**config.mk**
```make
export PLATFORM = sky130hd
export DESIGN_NAME = kiss_frame_deframer
export DESIGN_NICKNAME = d
export VERILOG_FILES = /design/src/sv/kfd_pkg.sv /design/src/sv/kiss_frame_deframer.sv /design/src/sv/kfd_decode.sv
export SDC_FILE = /design/constraint.sdc
export NUM_CORES = 1
export LEC_CHECK = 0
export BUFFER_PORTS_ARGS = -buffer_cell sky130_fd_sc_hd__buf_2
export CAP_MARGIN = 20
export CORE_ASPECT_RATIO = 1.1
export CORE_MARGIN = 2
export CORE_UTILIZATION = 40
export CTS_CLUSTER_SIZE = 16
export DETAILED_ROUTE_END_ITERATION = 10
export GPL_TIMING_DRIVEN = 0
export PLACE_DENSITY_LB_ADDON = 0.3
export SYNTH_ARGS = -nofsm -noshare
export SYNTH_HDL_FRONTEND = slang
export SYNTH_SLANG_ARGS = --single-unit
```
**constraint.sdc**
```tcl
create_clock -name clk -period 4.15 [get_ports clk]
set_input_delay 0.83 -clock clk [delete_from_list [all_inputs] [get_ports clk]]
set_output_delay 0.83 -clock clk [all_outputs]
set_load 0.03 [all_outputs]
```
**src/sv/kfd_pkg.sv**
```systemverilog
// Shared types and constants for the KISS frame deframer.
package kfd_pkg;

    localparam logic [7:0] KISS_FEND  = 8'hC0;
    localparam logic [7:0] KISS_FESC  = 8'hDB;
    localparam logic [7:0] KISS_TFEND = 8'hDC;
    localparam logic [7:0] KISS_TFESC = 8'hDD;

    localparam logic KIND_DATA = 1'b0;
    localparam logic KIND_END  = 1'b1;

    localparam logic [11:0] MIN_GOOD_EXCL     = 12'd2;
    localparam logic [11:0] DEFAULT_FRAME_LEN = 12'd1152;
    localparam int          COUNT_MAX         = 4095;
    localparam logic [15:0] TOTAL_MAX         = 16'hFFFF;

    typedef struct packed {
        logic [7:0] data_byte;
        logic       line_error;
    } kfd_in_t;

    typedef struct packed {
        logic        kind;
        logic [7:0]  payload_byte;
        logic [10:0] byte_index;
        logic [11:0] frame_length;
        logic        frame_good;
        logic [15:0] line_errors;
        logic [15:0] overruns;
    } kfd_out_t;

    typedef struct packed {
        logic        escape_mark;
        logic        error_mark;
        logic [11:0] byte_count;
        logic [15:0] line_error_total;
        logic [15:0] overrun_total;
    } kfd_state_t;

endpackage

```
**src/sv/kiss_frame_deframer.sv**
```systemverilog
// Top level of the KISS receive deframer: input register, frame state and result register.
//
// This block strips KISS framing from a stream of received serial bytes. Each request on
// the input carries one byte and a line-error flag from the UART. Escaped bytes are
// restored, every payload byte that is kept comes out with its position in the frame,
// and each FEND produces an end-of-frame result with the frame length and a good flag
// (no error seen and more than two bytes). Bytes with a line error, FESC bytes, bytes
// dropped after an error and overrun bytes produce no result. The block takes one byte
// per clock cycle when the output is not stalled. An accepted byte is held in the input
// register until it moves on, and its result is loaded into the result register as it
// does so; while the result register is full and not taken, a byte with a result stays
// held in the input register.
// The decode of a byte is a single pass of logic against the frame state, which is what
// lets the next byte follow directly. The frame limit is max_len_reg clamped to
// BUFFER_DEPTH and to 4095; write the limit only while no bytes are in flight.
module kiss_frame_deframer #(
    parameter int BUFFER_DEPTH = 2048
) (
    input  logic               clk,
    input  logic               rst_n,
    input  logic               cfg_we,
    input  logic [11:0]        cfg_data,
    input  logic               in_valid,
    output logic               in_ready,
    input  kfd_pkg::kfd_in_t   in_data,
    output logic               out_valid,
    input  logic               out_ready,
    output kfd_pkg::kfd_out_t  out_data
);

    // Hard cap on the frame limit, from the buffer size and the 12-bit byte counter.
    localparam int LimitCap = (BUFFER_DEPTH < kfd_pkg::COUNT_MAX) ? BUFFER_DEPTH
                                                                   : kfd_pkg::COUNT_MAX;
    localparam logic [11:0] LIMIT_CAP = 12'(LimitCap);

    logic [11:0]         max_len_reg;
    logic                in_valid_reg;
    kfd_pkg::kfd_in_t    in_item_reg;
    kfd_pkg::kfd_state_t state_reg;
    kfd_pkg::kfd_state_t state_next;
    logic                out_valid_reg;
    logic                out_valid_next;
    kfd_pkg::kfd_out_t   out_item_reg;
    kfd_pkg::kfd_out_t   step_result;
    logic                step_emit;
    logic [11:0]         frame_limit;
    logic                advance;

    assign frame_limit = (max_len_reg > LIMIT_CAP) ? LIMIT_CAP : max_len_reg;

    kfd_decode u_decode (
        .item        (in_item_reg),
        .state_cur   (state_reg),
        .frame_limit (frame_limit),
        .state_next  (state_next),
        .result      (step_result),
        .emit        (step_emit)
    );

    // A held byte moves on when it produces nothing or the result register can take it.
    assign advance  = in_valid_reg && (!step_emit || !out_valid_reg || out_ready);
    assign in_ready = !in_valid_reg || advance;

    always_comb
    begin
        if (advance && step_emit)
        begin
            out_valid_next = 1'b1;
        end
        else if (out_ready)
        begin
            out_valid_next = 1'b0;
        end
        else
        begin
            out_valid_next = out_valid_reg;
        end
    end

    always_ff @(posedge clk or negedge rst_n)
    begin
        if (!rst_n)
        begin
            max_len_reg   <= kfd_pkg::DEFAULT_FRAME_LEN;
            in_valid_reg  <= 1'b0;
            state_reg     <= '0;
            out_valid_reg <= 1'b0;
        end
        else
        begin
            if (cfg_we)
            begin
                max_len_reg <= cfg_data;
            end
            if (in_ready)
            begin
                in_valid_reg <= in_valid;
            end
            if (advance)
            begin
                state_reg <= state_next;
            end
            out_valid_reg <= out_valid_next;
        end
    end

    // Payload registers carry no reset.
    always_ff @(posedge clk)
    begin
        if (in_valid && in_ready)
        begin
            in_item_reg <= in_data;
        end
        if (advance && step_emit)
        begin
            out_item_reg <= step_result;
        end
    end

    assign out_valid = out_valid_reg;
    assign out_data  = out_item_reg;

endmodule

```
**src/sv/kfd_decode.sv**
```systemverilog
// Per-byte KISS decode: unescaping, frame bookkeeping and result formation.
module kfd_decode (
    input  kfd_pkg::kfd_in_t    item,
    input  kfd_pkg::kfd_state_t state_cur,
    input  logic [11:0]         frame_limit,
    output kfd_pkg::kfd_state_t state_next,
    output kfd_pkg::kfd_out_t   result,
    output logic                emit
);

    always_comb
    begin
        logic [7:0] b;
        b          = item.data_byte;
        state_next = state_cur;
        result     = '0;
        emit       = 1'b0;

        if (item.line_error)
        begin
            // Count a damaged frame only once.
            if (!state_cur.error_mark && state_cur.line_error_total != kfd_pkg::TOTAL_MAX)
            begin
                state_next.line_error_total = state_cur.line_error_total + 16'd1;
            end
            state_next.error_mark = 1'b1;
        end
        else if (b == kfd_pkg::KISS_FEND)
        begin
            emit                = 1'b1;
            result.kind         = kfd_pkg::KIND_END;
            result.frame_length = state_cur.byte_count;
            result.frame_good   = !state_cur.error_mark &&
                                  (state_cur.byte_count > kfd_pkg::MIN_GOOD_EXCL);
            state_next.escape_mark = 1'b0;
            state_next.error_mark  = 1'b0;
            state_next.byte_count  = '0;
        end
        else if (b == kfd_pkg::KISS_FESC)
        begin
            state_next.escape_mark = 1'b1;
        end
        else
        begin
            if (b == kfd_pkg::KISS_TFESC || b == kfd_pkg::KISS_TFEND)
            begin
                if (state_cur.escape_mark)
                begin
                    b = (b == kfd_pkg::KISS_TFESC) ? kfd_pkg::KISS_FESC : kfd_pkg::KISS_FEND;
                end
                state_next.escape_mark = 1'b0;
            end

            if (!state_cur.error_mark)
            begin
                if (state_cur.byte_count < frame_limit)
                begin
                    emit                  = 1'b1;
                    result.kind           = kfd_pkg::KIND_DATA;
                    result.payload_byte   = b;
                    result.byte_index     = state_cur.byte_count[10:0];
                    state_next.byte_count = state_cur.byte_count + 12'd1;
                end
                else
                begin
                    if (state_cur.overrun_total != kfd_pkg::TOTAL_MAX)
                    begin
                        state_next.overrun_total = state_cur.overrun_total + 16'd1;
                    end
                    state_next.error_mark = 1'b1;
                end
            end
        end

        result.line_errors = state_next.line_error_total;
        result.overruns    = state_next.overrun_total;
    end

endmodule

```
==> Word level (Yosys, flattened, before mapping) <==
Index checks and enable logic that the tools add are counted.
{ "totals": {"ff_bits": 134, "input_bits": 26, "output_inout_bits": 67, "elab_cells": 87} }
{ "classes": {"addsub": 3, "magnitude_cmp": 3, "n_eq_ne": 9, "n_mux": 31, "n_bitwise": 3, "n_reduce_logical": 21} }
{ "ops": {"columns": ["operator", "count"], "rows": [
  ["two-way mux 16 bit", 8],
  ["two-way mux 20 bit", 2],
  ["adder 16 x 1 -> 16 bit (second input constant)", 2],
  ["== test 8 bit (second input constant)", 4],
  ["inequality test 16 bit (second input constant)", 2],
  ["two-way mux 13 bit", 2],
  ["two-way mux 12 bit", 2],
  ["two-way mux 19 bit", 1],
  ["two-way mux 8 bit", 2],
  ["two-way mux 14 bit", 1],
  ["adder 12 x 1 -> 12 bit (second input constant)", 1],
  ["> comparator 12 bit (second input constant)", 1],
  ["> comparator 12 x 2 -> 1 bit (second input constant)", 1],
  ["< comparator 12 bit", 1],
  ["two-way mux 1 bit", 12],
  ["logical AND 1 bit", 5],
  ["two-way mux 5 bit", 1],
  ["AND reduction 5 bit", 1],
  ["OR reduction 5 bit", 1],
  ["logical NOT 1 bit", 4],
  ["logical OR 1 bit", 4],
  ["inequality test 2 x 1 -> 1 bit (second input constant)", 2],
  ["nonzero test 2 bit", 2],
  ["inequality test 3 x 2 -> 1 bit (second input constant)", 1],
  ["other kinds (5)", 7]
]} }

==> Longest topological paths before layout <==
Gate-level depths: netlist of run 1.
{ "depth": {"word_depth": 14, "mapped_depth": 11, "depth_no_buf": 9} }

==> Modules after synthesis <==
A second synthesis of run 1 with hierarchy kept.
{ "unflattened": {"hier_cells": 688, "area_unflattened_um2": 7631.1} }
{ "by_module_without_submodules": {"columns": ["module", "instances", "cells_per_inst", "area_per_inst_um2"], "rows": [
  ["kiss_frame_deframer", 1, 383, 5615.4],
  ["kfd_decode", 1, 305, 2015.7]
]} }

==> Least setup slack after synthesis of run 1 <==
Ideal clock, no wire load.
{ "synth_timing": {"kind": "register to register", "start": "register max_len_reg[11]", "end": "register out_item_reg, in the netlist out_data[0], enable pin", "t_arrival_ps": 3158, "required_time_ps": 3729, "setup_slack_ps": 571, "path_stages_with_launch": 11, "n_path_buf": 2, "synth_period_minus_slack_ps": 3579, "path_cell_list": "dfrtp_1 inv_1 clkbuf_1 nand2_1 ha_1 a21oi_1 o21ai_0 a21oi_1 a41oi_1 buf_2 inv_1"} }
{ "synth_between": {"elab_chain_cells": 13} }
{ "synth_rtl": {"columns": ["item", "line_no", "rtl"], "rows": [
  ["from (decl)", "kiss_frame_deframer.sv:36", "logic [11:0] max_len_reg;"],
  ["from (signal assigned)", "kiss_frame_deframer.sv:84", "max_len_reg <= kfd_pkg::DEFAULT_FRAME_LEN;"],
  ["from (signal assigned)", "kiss_frame_deframer.sv:93", "max_len_reg <= cfg_data;"],
  ["> comparator 12 bit", "kiss_frame_deframer.sv:49", "assign frame_limit = (max_len_reg > LIMIT_CAP) ? LIMIT_CAP : max_len_reg;"],
  ["two-way mux 12 bit (*)", "kiss_frame_deframer.sv:49", null],
  ["< comparator 12 bit (*)", "kfd_decode.sv:56", "if (state_cur.byte_count < frame_limit)"],
  ["two-way mux 1 bit (*)", "kfd_decode.sv:56", null],
  ["two-way mux 1 bit (*)", "kfd_decode.sv:54", "if (!state_cur.error_mark)"],
  ["two-way mux 1 bit (*)", "kfd_decode.sv:39", "else if (b == kfd_pkg::KISS_FESC)"],
  ["two-way mux 1 bit (*)", "kfd_decode.sv:28", "else if (b == kfd_pkg::KISS_FEND)"],
  ["two-way mux 1 bit (*)", "kfd_decode.sv:19", "if (item.line_error)"],
  ["logical NOT 1 bit", "kiss_frame_deframer.sv:61", "assign advance = in_valid_reg && (!step_emit || !out_valid_reg || out_ready);"],
  ["logical OR 1 bit (2 in a row)", "kiss_frame_deframer.sv:61", null],
  ["logical AND 1 bit", "kiss_frame_deframer.sv:61", null],
  ["logical AND 1 bit (*)", "kiss_frame_deframer.sv:114", "if (advance && step_emit)"],
  ["to (signal assigned)", "kiss_frame_deframer.sv:116", "out_item_reg <= step_result;"],
  ["to (decl)", "kiss_frame_deframer.sv:43", "kfd_pkg::kfd_out_t out_item_reg;"]
]} }
Every way passes the cells marked *; elsewhere a longest branch is shown, timed or not.
A chain may end at the register's enable or synchronous reset.

==> Final worst setup path of run 1 <==
{ "layout_timing": {"start": "register max_len_reg[11]", "end": "output in_ready"} }
{ "layout_between": {"elab_chain_cells": 13} }
{ "layout_rtl": {"columns": ["item", "line_no", "rtl"], "rows": [
  ["> comparator 12 bit", "kiss_frame_deframer.sv:49", null],
  ["two-way mux 12 bit (*)", "kiss_frame_deframer.sv:49", null],
  ["< comparator 12 bit (*)", "kfd_decode.sv:56", null],
  ["two-way mux 1 bit (*)", "kfd_decode.sv:56", null],
  ["two-way mux 1 bit (*)", "kfd_decode.sv:54", null],
  ["two-way mux 1 bit (*)", "kfd_decode.sv:39", null],
  ["two-way mux 1 bit (*)", "kfd_decode.sv:28", null],
  ["two-way mux 1 bit (*)", "kfd_decode.sv:19", null],
  ["logical NOT 1 bit (*)", "kiss_frame_deframer.sv:61", null],
  ["logical OR 1 bit (*) (2 in a row)", "kiss_frame_deframer.sv:61", null],
  ["logical AND 1 bit (*)", "kiss_frame_deframer.sv:61", null],
  ["logical OR 1 bit (*)", "kiss_frame_deframer.sv:62", "assign in_ready = !in_valid_reg || advance;"],
  ["to (decl)", "kiss_frame_deframer.sv:24", "output logic in_ready,"]
]} }
Marked as above.

==> summary.txt, run 1 <==
CTS
  – Hold buffers post-CTS: 0
  – Clock buffer count from CTS: 17
  – CTS clock-pin slew for the worst setup and hold paths: about 0.060 ns
  – Clk Latency, worst-skew pair: ~0.42 ns
  – H-tree depth: 4
  – CTS tree: yes
  – Root Driver: clkbuf_16
  – Clock buffer depth: 2
  – Clk sinks: approximately 130

Routing
  – Post-Route WL: around 13 mm
  – Via count: 4453
  – ANT nets after route: 0
  – DRT iter0 DRCs: between 300 and 400
  – Drt drc: 0
  – Via density: 5.184
  – Wirelength per Cell: 15.60 um
  – Drt pass-1 iters: 4

Worst setup path
  – CP max-delay cell: nor4_1
  – Reg2reg end: out_data[8]
  – Kind of critical path: reg -> out
  – CP arrival: 2.90 ns
  – Flop-to-flop setup slack: between 0.6 and 0.7 ns
  – Startpoint Class: flop
  – Worst path max stage delay: slightly below 0.7 ns
  – RR Startpoint: max_len_reg[11]
  – Max FO, Critical Path: 12
  – Critical Path Sink: in_ready
  – Crit path launch: max_len_reg[11]
  – Required @ worst endpoint: 3.32 ns
  – Reg2reg path depth: 10
  – Cell Chain, Critical Path: inv_1 > nand2_1 > ha_1 > nand2_1 > nor4_1 > a221oi_4 > a21oi_1 > nor3_2 > inv_1 > buf_2
  – CP endpoint kind: output port

Global routing
  – Gr usage total: 0.1717
  – Vias in the first global route: between 4000 and 5000
  – First-pass GRT wire length: around 22 mm
  – Largest net degree at the start of global routing: 38
  – Initial antenna violation count: 0
  – Gr ovfl total: 0

Timing
  – Slew @ Worst Pin: 0.8644 ns
  – Setup Viol. Count Final: 0
  – Unrepaired setup endpoints after global routing: false
  – Max Slew Vio Count: 0
  – Hold WS: 0.5031 ns
  – F_max: 267.7 MHz
  – Final Skew: 0.007681 ns
  – Tmin final: 3.735 ns
  – Crit share post-route: 0.9000
  – Slew HR: 0.4225
  – Hold Vio Cnt, Final: 0
  – Setup TNS Final: 0 ns
  – Final WS setup: just over 0.4 ns

Floorplan
  – Die H: 135.1 um
  – Die X: 123.2 um
  – Die ar.: 0.01665 mm2
  – Row Count: 47
  – I/O pin cnt: slightly above 90
  – Starting density of the core: 0.4122
  – Core box area: 0.01517 mm2

Worst hold path
  – Worst Hold Class: in -> async

Placement
  – Placed Instances: 827
  – I/O Buffers: 92
  – Final HPWL DP: 9.546 mm
  – GPL Wtd Cong: 0.8753
  – Pre-CTS setup slack: roughly 0.14 ns
  – Placed cell area: 0.006999 mm2

Power and ir drop
  – Total chip power: 3.031 mW
  – Maximum VDD drop: 0.2148 mV
  – Pleak: 3.149 nW
  – Power per cell area: roughly 400 mW/mm2

Yosys
  – Asr flop ratio synth: 0.4478
  – Yosys reg bits: 134
  – Register area share after synthesis: 0.5958
  – Most common cell in the netlist: edfxtp_1
  – Mapped Nets: ~580
  – Average size of a mapped cell: 11.65 um2
  – Mapped cell area: approximately 0.0063 mm2
  – Most used DFF post-synth: edfxtp_1
  – Synth cell count leaders: edfxtp_1, dfrtp_1, nand2_1
  – Warnings from Yosys: 0
  – Synth top area cells: edfxtp_1, dfrtp_1, xnor2_1, xor2_1, nand2_1
  – Post-synth top area cell: edfxtp_1
  – Synthesized netlist cell count: about 540
  – Synth top area share: 0.3553
  – Post-synth EDFFs: 74
  – Distinct cells, synth: between 50 and 60

Layout
  – Layout Area Growth over Synthesis: 21.25%
  – # diodes: 0
  – Post-Layout Inst Area: 0.007582 mm2
  – Fraction of layout cells with a size suffix above 1: 0.2428
  – Final core occ: 0.4998
  – Post-route insts no fill: 859
  – # nets final: just under 700
  – Largest register FFs: 65

Job
  – Max-cap violation count: 0

Run status
  – Status: finished clean
cells in the final DEF, fill, tap and decap left out, types with 17 or more instances in the layout:
| cell type | Yosys | routed |
|---|---|---|
| mux2_2 | 17 | 17 |
| nand3_1 | 19 | 19 |
| o21ai_0 | 23 | 23 |
| nor2_1 | 45 | 45 |
| edfxtp_1 | 74 | 74 |
| xor2_1 | 25 | 25 |
| a21oi_1 | 18 | 18 |
| clkbuf_16 | 0 | 17 |
| buf_2 | 4 | 96 |
| and3_1 | 30 | 30 |
| nand2_1 | 53 | 53 |
| xnor2_1 | 25 | 25 |
| dfrtp_1 | 58 | 58 |
power breakdown:
part	internal (mW)	leakage [nW]	total, mW	switching [mW]
combinational	0.0638	1.46	0.148	0.0847
clock	0.882	0.276	1.41	0.527
sequential	1.44	1.41	1.47	0.0369
total	2.38	3.15	3.03	0.649
cell type report:
type / count / area (um2)
flip-flops and latches: 134 / 3726
multi-input cells: 367 / 2380
repair buffers: 95 / 508.0
clock inverters: 8 / 71.32
fillers: 1363 / 7590
inverters: 16 / 65.06
well taps: 196 / 245.2
clock buffers: 24 / 491.7
plain buffers: 19 / 95.09
worst max-delay path, delay by kind of cell (launching register included):
family,cells,cell delay [ns]
AO/OA/AOI/OAI,2,0.37
adder cells (fa/ha/maj),1,0.30
buffers and inverters,3,0.50
flip-flops,1,0.37
AND/OR/NAND/NOR,4,0.95
how the worst min path moves through the flow:
stage / start / to / cells past startpoint
CTS: state_reg[26] / state_reg[26] / 1
finish: rst_n / state_reg[1] / 1
detailed placement: max_len_reg[2] / max_len_reg[2] / 1
floorplan: max_len_reg[0] / max_len_reg[0] / 1
global placement: max_len_reg[0] / max_len_reg[0] / 1
global route: max_len_reg[2] / max_len_reg[2] / 1
layer usage:
metal  part of all wire  GRT usage  vias to the layer above
met5                  0          0                        -
met4              0.019    0.06944                        0
met3              0.049    0.04545                       18
met2               0.50     0.2805                      113
met1               0.43     0.2160                     2147
li1                   -          -                     2175
cells by family (layout without fill, tap and decap cells):
kind of cell	after synthesis	in the layout	share of synthesized area
and+or+nand+nor	217	217	0.1771
DFF	134	134	0.5958
AOI/OAI and AO/OA	65	65	0.06443
xor gates and xnor gates	50	50	0.07003
buffers and inverters	36	162	0.02621
muxes	20	20	0.03641
adders and majority gates	15	15	0.03001
timing repair:
action,CTS,global route
endpoints found under the hold margin,0,0
gates cloned,0,0
resized for setup,1,1
setup buffers,1,0
pin swaps,1,0
endpoints found under the setup margin,1,1
Power figures use the tool's default switching activity.
==> inputs of run 2 (changes only) <==
- GPL_TIMING_DRIVEN: 0 -> not set
==> summary.txt, run 2 (synthesis gave the netlist of run 1 again) <==
CTS
  – H-tree depth: 4
  – Hold buffers post-CTS: 0
  – Post-CTS setup buffers: 0
  – Clock buffer depth: 2
  – Clock buffer count from CTS: 17
  – CTS tree: yes
  – CTS clock-pin slew for the worst setup and hold paths: 0.06 ns
  – Root Driver: clkbuf_16
  – Clk sinks: 134
  – Clk Latency, worst-skew pair: 0.42 ns
  – Post_cts resized: 0

Power and ir drop
  – Total chip power: about 3.4 mW
  – Sequential share of power: 0.427
  – Maximum VDD drop: 0.2791 mV
  – Power per cell area: 450.4 mW/mm2
  – Comb pwr share: 0.042
  – Pleak: about 3.2 nW
  – Internal: 2.761 mW
  – Clk pwr share: 0.531
  – Net Sw Power: about 0.7 mW
  – Switching part of the total: 0.1988

Floorplan
  – Starting density of the core: 0.4122
  – Die ar.: 0.01665 mm2
  – I/O pin cnt: 93
  – Die X: roughly 120 um
  – Core box area: 0.01517 mm2
  – Die H: around 140 um
  – Row Count: 47

Global routing
  – Initial antenna violation count: 0
  – Gr ovfl total: 0
  – Largest net degree at the start of global routing: 34
  – Gr usage total: 0.1780
  – Vias in the first global route: between 4000 and 5000
  – First-pass GRT wire length: 22.47 mm

Layout
  – Post-Layout Inst Area: roughly 0.0076 mm2
  – Multi-input gate area: 0.002364 mm2
  – Final core occ: 0.5042
  – Most frequent cells in the layout: buf_2, edfxtp_1, dfrtp_1
  – Layout Area Growth over Synthesis: 22.33%
  – Register area: 0.003726 mm2
  – Fraction of layout cells with a size suffix above 1: 0.2465
  – Largest register FFs: 65
  – Most common cell after layout, fill and taps aside: buf_2
  – Fill count: roughly 1400
  – # diodes: 0
  – # nets final: 677

Routing
  – DRT iter0 DRCs: 461
  – Drt pass-1 iters: 5
  – Via count: 4439
  – Wirelength per Cell: 16.34 um
  – Post-Route WL: 13.81 mm
  – ANT nets after route: 0
  – Drt drc: 0
  – Via density: 5.253

Timing
  – Crit share post-route: 0.9073
  – Setup Viol. Count Final: 0
  – Unrepaired setup endpoints after global routing: false
  – F_max: 265.6 MHz
  – Setup TNS Final: 0 ns
  – Hold Vio Cnt, Final: 0
  – Tmin final: roughly 3.8 ns
  – Slew @ Worst Pin: 0.8929 ns
  – Final Skew: 0.007530 ns
  – Max Slew Vio Count: 0
  – Slew HR: 0.4035

Run status
  – Status: finished clean

Worst setup path
  – Startpoint Class: flop
  – Worst path max stage delay: 0.38 ns
  – Critical path's most frequent cell: inv_1
  – Required @ worst endpoint: 3.32 ns
  – Max FO, Critical Path: 12
  – Cell Chain, Critical Path: inv_1 > nand2_1 > ha_1 > nor4b_1 > o21ai_0 > a221oi_2 > a21oi_1 > nor3_1 > inv_1 > buf_2
  – CP delay by family, top: simple AND/OR/NAND/NOR gates
  – WP buf/inv: 3
  – CP max-delay cell: dfrtp_1
  – Reg2reg end: out_data[1]
  – Reg2reg path depth: 8
  – Kind of critical path: reg -> out
  – CP arrival: 2.94 ns
  – RR Startpoint: max_len_reg[11]
  – CP endpoint kind: output port
  – Flop-to-flop setup slack: 1.00 ns

Worst hold path
  – Worst Hold Class: in -> async

Placement
  – GPL Wtd Cong: ~0.86
  – Placed cell area: 0.006933 mm2
  – Final HPWL DP: between 9 and 10 mm
  – I/O Buffers: 92

Job
  – Max-cap violation count: 0
==> run 2: changes by cell type in the layout (fill, tap and decap cells not counted), sizes merged <==
cell / change
clkbuf: -16
bufinv: +7
buf: -3
clkinv: -2
==> run 2: area by class of cell <==
cell class / count / area share
Clock buffer: 19 / 0.05790
Clock inverter: 13 / 0.03582
Inverter: 16 / 0.008505
Multi-Input combinational cell: 367 / 0.3090
Sequential cell: 134 / 0.4871
Tap cell: 196 / 0.03206
Timing Repair Buffer: 100 / 0.06968
==> run 2: metrics by stage <==
stage	hold slack, ns	setup slack [ns]	cells
after detailed placement	0.5017	0.8416	813
after floorplan	0.4724	0.5712	537
after CTS	0.5048	0.3579	845
final	0.4831	0.3848	845
after global placement	0.4995	0.9765	813
after global routing	0.5167	0.08743	845
==> run 2: power groups by stage <==
stage | logic, mW | registers, mW | clock network (mW)
after floorplan | 0.0918 | 1.49 | 0
after global placement | 0.140 | 1.49 | 0
after detailed placement | 0.145 | 1.50 | 0
after CTS | 0.146 | 1.47 | 1.85
after global routing | 0.165 | 1.48 | 1.92
final | 0.144 | 1.47 | 1.83
==> run 2: metal layers <==
layer / track usage / part of all wire / vias up
met1: 0.2269 / 0.44 / 2144
li1: - / - / 2130
met3: 0.05682 / 0.055 / 25
met4: 0.07008 / 0.021 / 0
met5: 0 / 0 / -
met2: 0.2814 / 0.48 / 140
==> run 2: how the worst max path moves through the flow <==
stage,slack (ns),cells past startpoint,end,startpoint
6_report,0.38,10,in_ready,max_len_reg[11]
5_1_grt,0.09,10,in_ready,max_len_reg[11]
4_1_cts,0.36,10,in_ready,max_len_reg[11]
3_5_place_dp,0.84,10,in_ready,max_len_reg[11]
2_1_floorplan,0.57,10,out_data[0],max_len_reg[11]
3_3_place_gp,0.98,10,in_ready,max_len_reg[11]
==> inputs of run 3 (changes only) <==
- CELL_PAD_IN_SITES_DETAIL_PLACEMENT: not set -> 0
- CELL_PAD_IN_SITES_GLOBAL_PLACEMENT: not set -> 2
- CORE_UTILIZATION: 40 -> 34
- CTS_CLUSTER_SIZE: 16 -> 30
- clock period: 4.15 -> 3.4 ns (I/O delays scaled with it)
==> summary.txt, run 3 (synthesis gave the netlist of run 1 again) <==
Global routing
  – Met1 GRT Util: 0.1820
  – Gr ovfl total: 0
  – Vias in the first global route: 4367
  – M3 GR Usage: 0.03438
  – First-pass GRT wire length: 22.79 mm
  – Largest net degree at the start of global routing: 47
  – Met2 global-route usage: 0.2644
  – Initial antenna violation count: 0
  – GRT Max-Usage Layer: met2
  – Gr usage total: 0.1513

Power and ir drop
  – Clk pwr share: 0.463
  – Internal: ~2.9 mW
  – Total chip power: 3.712 mW
  – Sequential share of power: 0.485
  – Comb pwr share: 0.053
  – Maximum VDD drop: 0.3256 mV
  – Net Sw Power: approximately 0.8 mW
  – Pleak: 3.155 nW
  – Switching part of the total: 0.2165
  – Power per cell area: just under 500 mW/mm2

Placement
  – Placed cell area: 0.007062 mm2
  – Pre-CTS setup slack: 0.1680 ns
  – GPL Wtd Cong: approximately 0.83
  – Final HPWL DP: 10.29 mm
  – I/O Buffers: 92

Timing
  – Setup TNS Final: 0 ns
  – Max Slew Vio Count: 0
  – Hold Vio Cnt, Final: 0
  – Tmin final: 3.259 ns
  – Unrepaired setup endpoints after global routing: false
  – Final Skew: 0.01011 ns
  – F_max: 306.8 MHz
  – Setup Viol. Count Final: 0
  – Slew @ Worst Pin: 0.9799 ns
  – Slew HR: 0.3454
  – Crit share post-route: 0.9585
  – Final WS setup: 0.1410 ns

CTS
  – CTS clock-pin slew for the worst setup and hold paths: 0.06 ns
  – Clock buffer count from CTS: 17
  – CTS tree: yes
  – H-tree depth: 4
  – Clk Latency, worst-skew pair: 0.42 ns
  – Post-CTS setup buffers: 0
  – Clock buffer depth: 2
  – Root Driver: clkbuf_16
  – Clk sinks: ~130

Worst setup path
  – CP endpoint kind: output port
  – Required @ worst endpoint: 2.72 ns
  – Max FO, Critical Path: 11
  – Cell Chain, Critical Path: or4bb_1 > or3_4 > clkinv_4 > a21oi_2 > nor3_2 > buf_4 > inv_1 > buf_2
  – CP arrival: 2.58 ns
  – Worst path max stage delay: 0.58 ns
  – Startpoint Class: flop
  – Kind of critical path: reg -> out
  – CP max-delay cell: or4bb_1

Routing
  – Drt pass-1 iters: 4
  – Via density: between 4 and 5
  – Wirelength per Cell: roughly 16 um
  – DRT iter0 DRCs: 217
  – ANT nets after route: 0
  – Via count: 4428
  – Post-Route WL: 14.28 mm
  – Drt drc: 0

Layout
  – Layout Area Growth over Synthesis: 22.75%
  – Most frequent cells in the layout: buf_2, edfxtp_1, dfrtp_1
  – Final core occ: 0.4214
  – Fraction of layout cells with a size suffix above 1: 0.2629
  – # nets final: 686
  – Post-Layout Inst Area: 0.007676 mm2
  – Most common cell after layout, fill and taps aside: buf_2
  – Fill count: 1773
  – # diodes: 0
  – Largest register FFs: 65

Job
  – Max-cap violation count: 0

Worst hold path
  – Worst Hold Class: in -> async

Run status
  – Status: finished clean

Floorplan
  – Die H: 146.2 um
  – Die ar.: 0.01950 mm2
  – Core box area: between 0.015 and 0.02 mm2
  – Die X: 133.3 um
  – Row Count: 52
  – Starting density of the core: 0.3433
  – I/O pin cnt: 93
run 3: path summary, 6_finish.rpt:
path / cells past startpoint / end / slack (ns) / startpoint
max: 8 / in_ready / 0.14 / in_item_reg[3]
max in group asynchronous: 2 / max_len_reg[7] / 2.24 / rst_n
min reg2reg: 1 / max_len_reg[2] / 0.51 / max_len_reg[2]
min in group clk: 1 / in_item_reg[6] / 0.44 / in_data[6]
max reg2reg: 10 / out_data[12] / 0.72 / max_len_reg[11]
min: 1 / state_reg[28] / 0.35 / rst_n
run 3: metal layers:
layer	wire [um]	part of all wire	vias up
li1	-	-	2155
met1	6116	0.43	2160
met2	7415	0.52	97
met3	532	0.037	16
met4	212	0.015	0
met5	0	0	-
run 3: power by group through the flow:
stage	sequential (mW)	clock, mW	combinational, mW
5_1_grt	1.80	1.83	0.222
2_1_floorplan	1.82	0	0.114
6_report	1.80	1.72	0.196
4_1_cts	1.80	1.77	0.189
3_3_place_gp	1.83	0	0.182
3_5_place_dp	1.83	0	0.186
run 3: layout make-up:
class	instances	area, um2	share of cell area
clock inverter	10	107.6	0.01402
tap	243	304.0	0.03961
timing repair buffer	108	593.1	0.07726
inverter	16	71.32	0.009291
clock buffer	22	444.2	0.05786
multi-input combinational	367	2421	0.3154
sequential	134	3727	0.4856
timing repair inverter	1	7.507	0.0009780
run 3: critical path, delay by kind of cell, from the launching register on:
kind / cells / cell delay, ns
flip-flops: 1 / 0.43
AND/OR/NAND/NOR: 3 / 1.21
buffers and inverters: 4 / 0.46
AO/OA/AOI/OAI: 1 / 0.04
run 3: timing repair:
action | 4_1_cts | 5_1_grt
endpoints found under the setup margin | 1 | 1
resized for setup | 6 | 9
hold endpoints to repair | 0 | 0
cloned | 0 | 1
hold buffers | 0 | 0
pin swaps | 2 | 4
run 3: through the flow:
stage	instances	hold WS [ns]
final	901	0.3465
after global routing	901	0.4092
after CTS	900	0.3800
after detailed placement	868	0.5037
after global placement	868	0.5010
after floorplan	537	0.3844
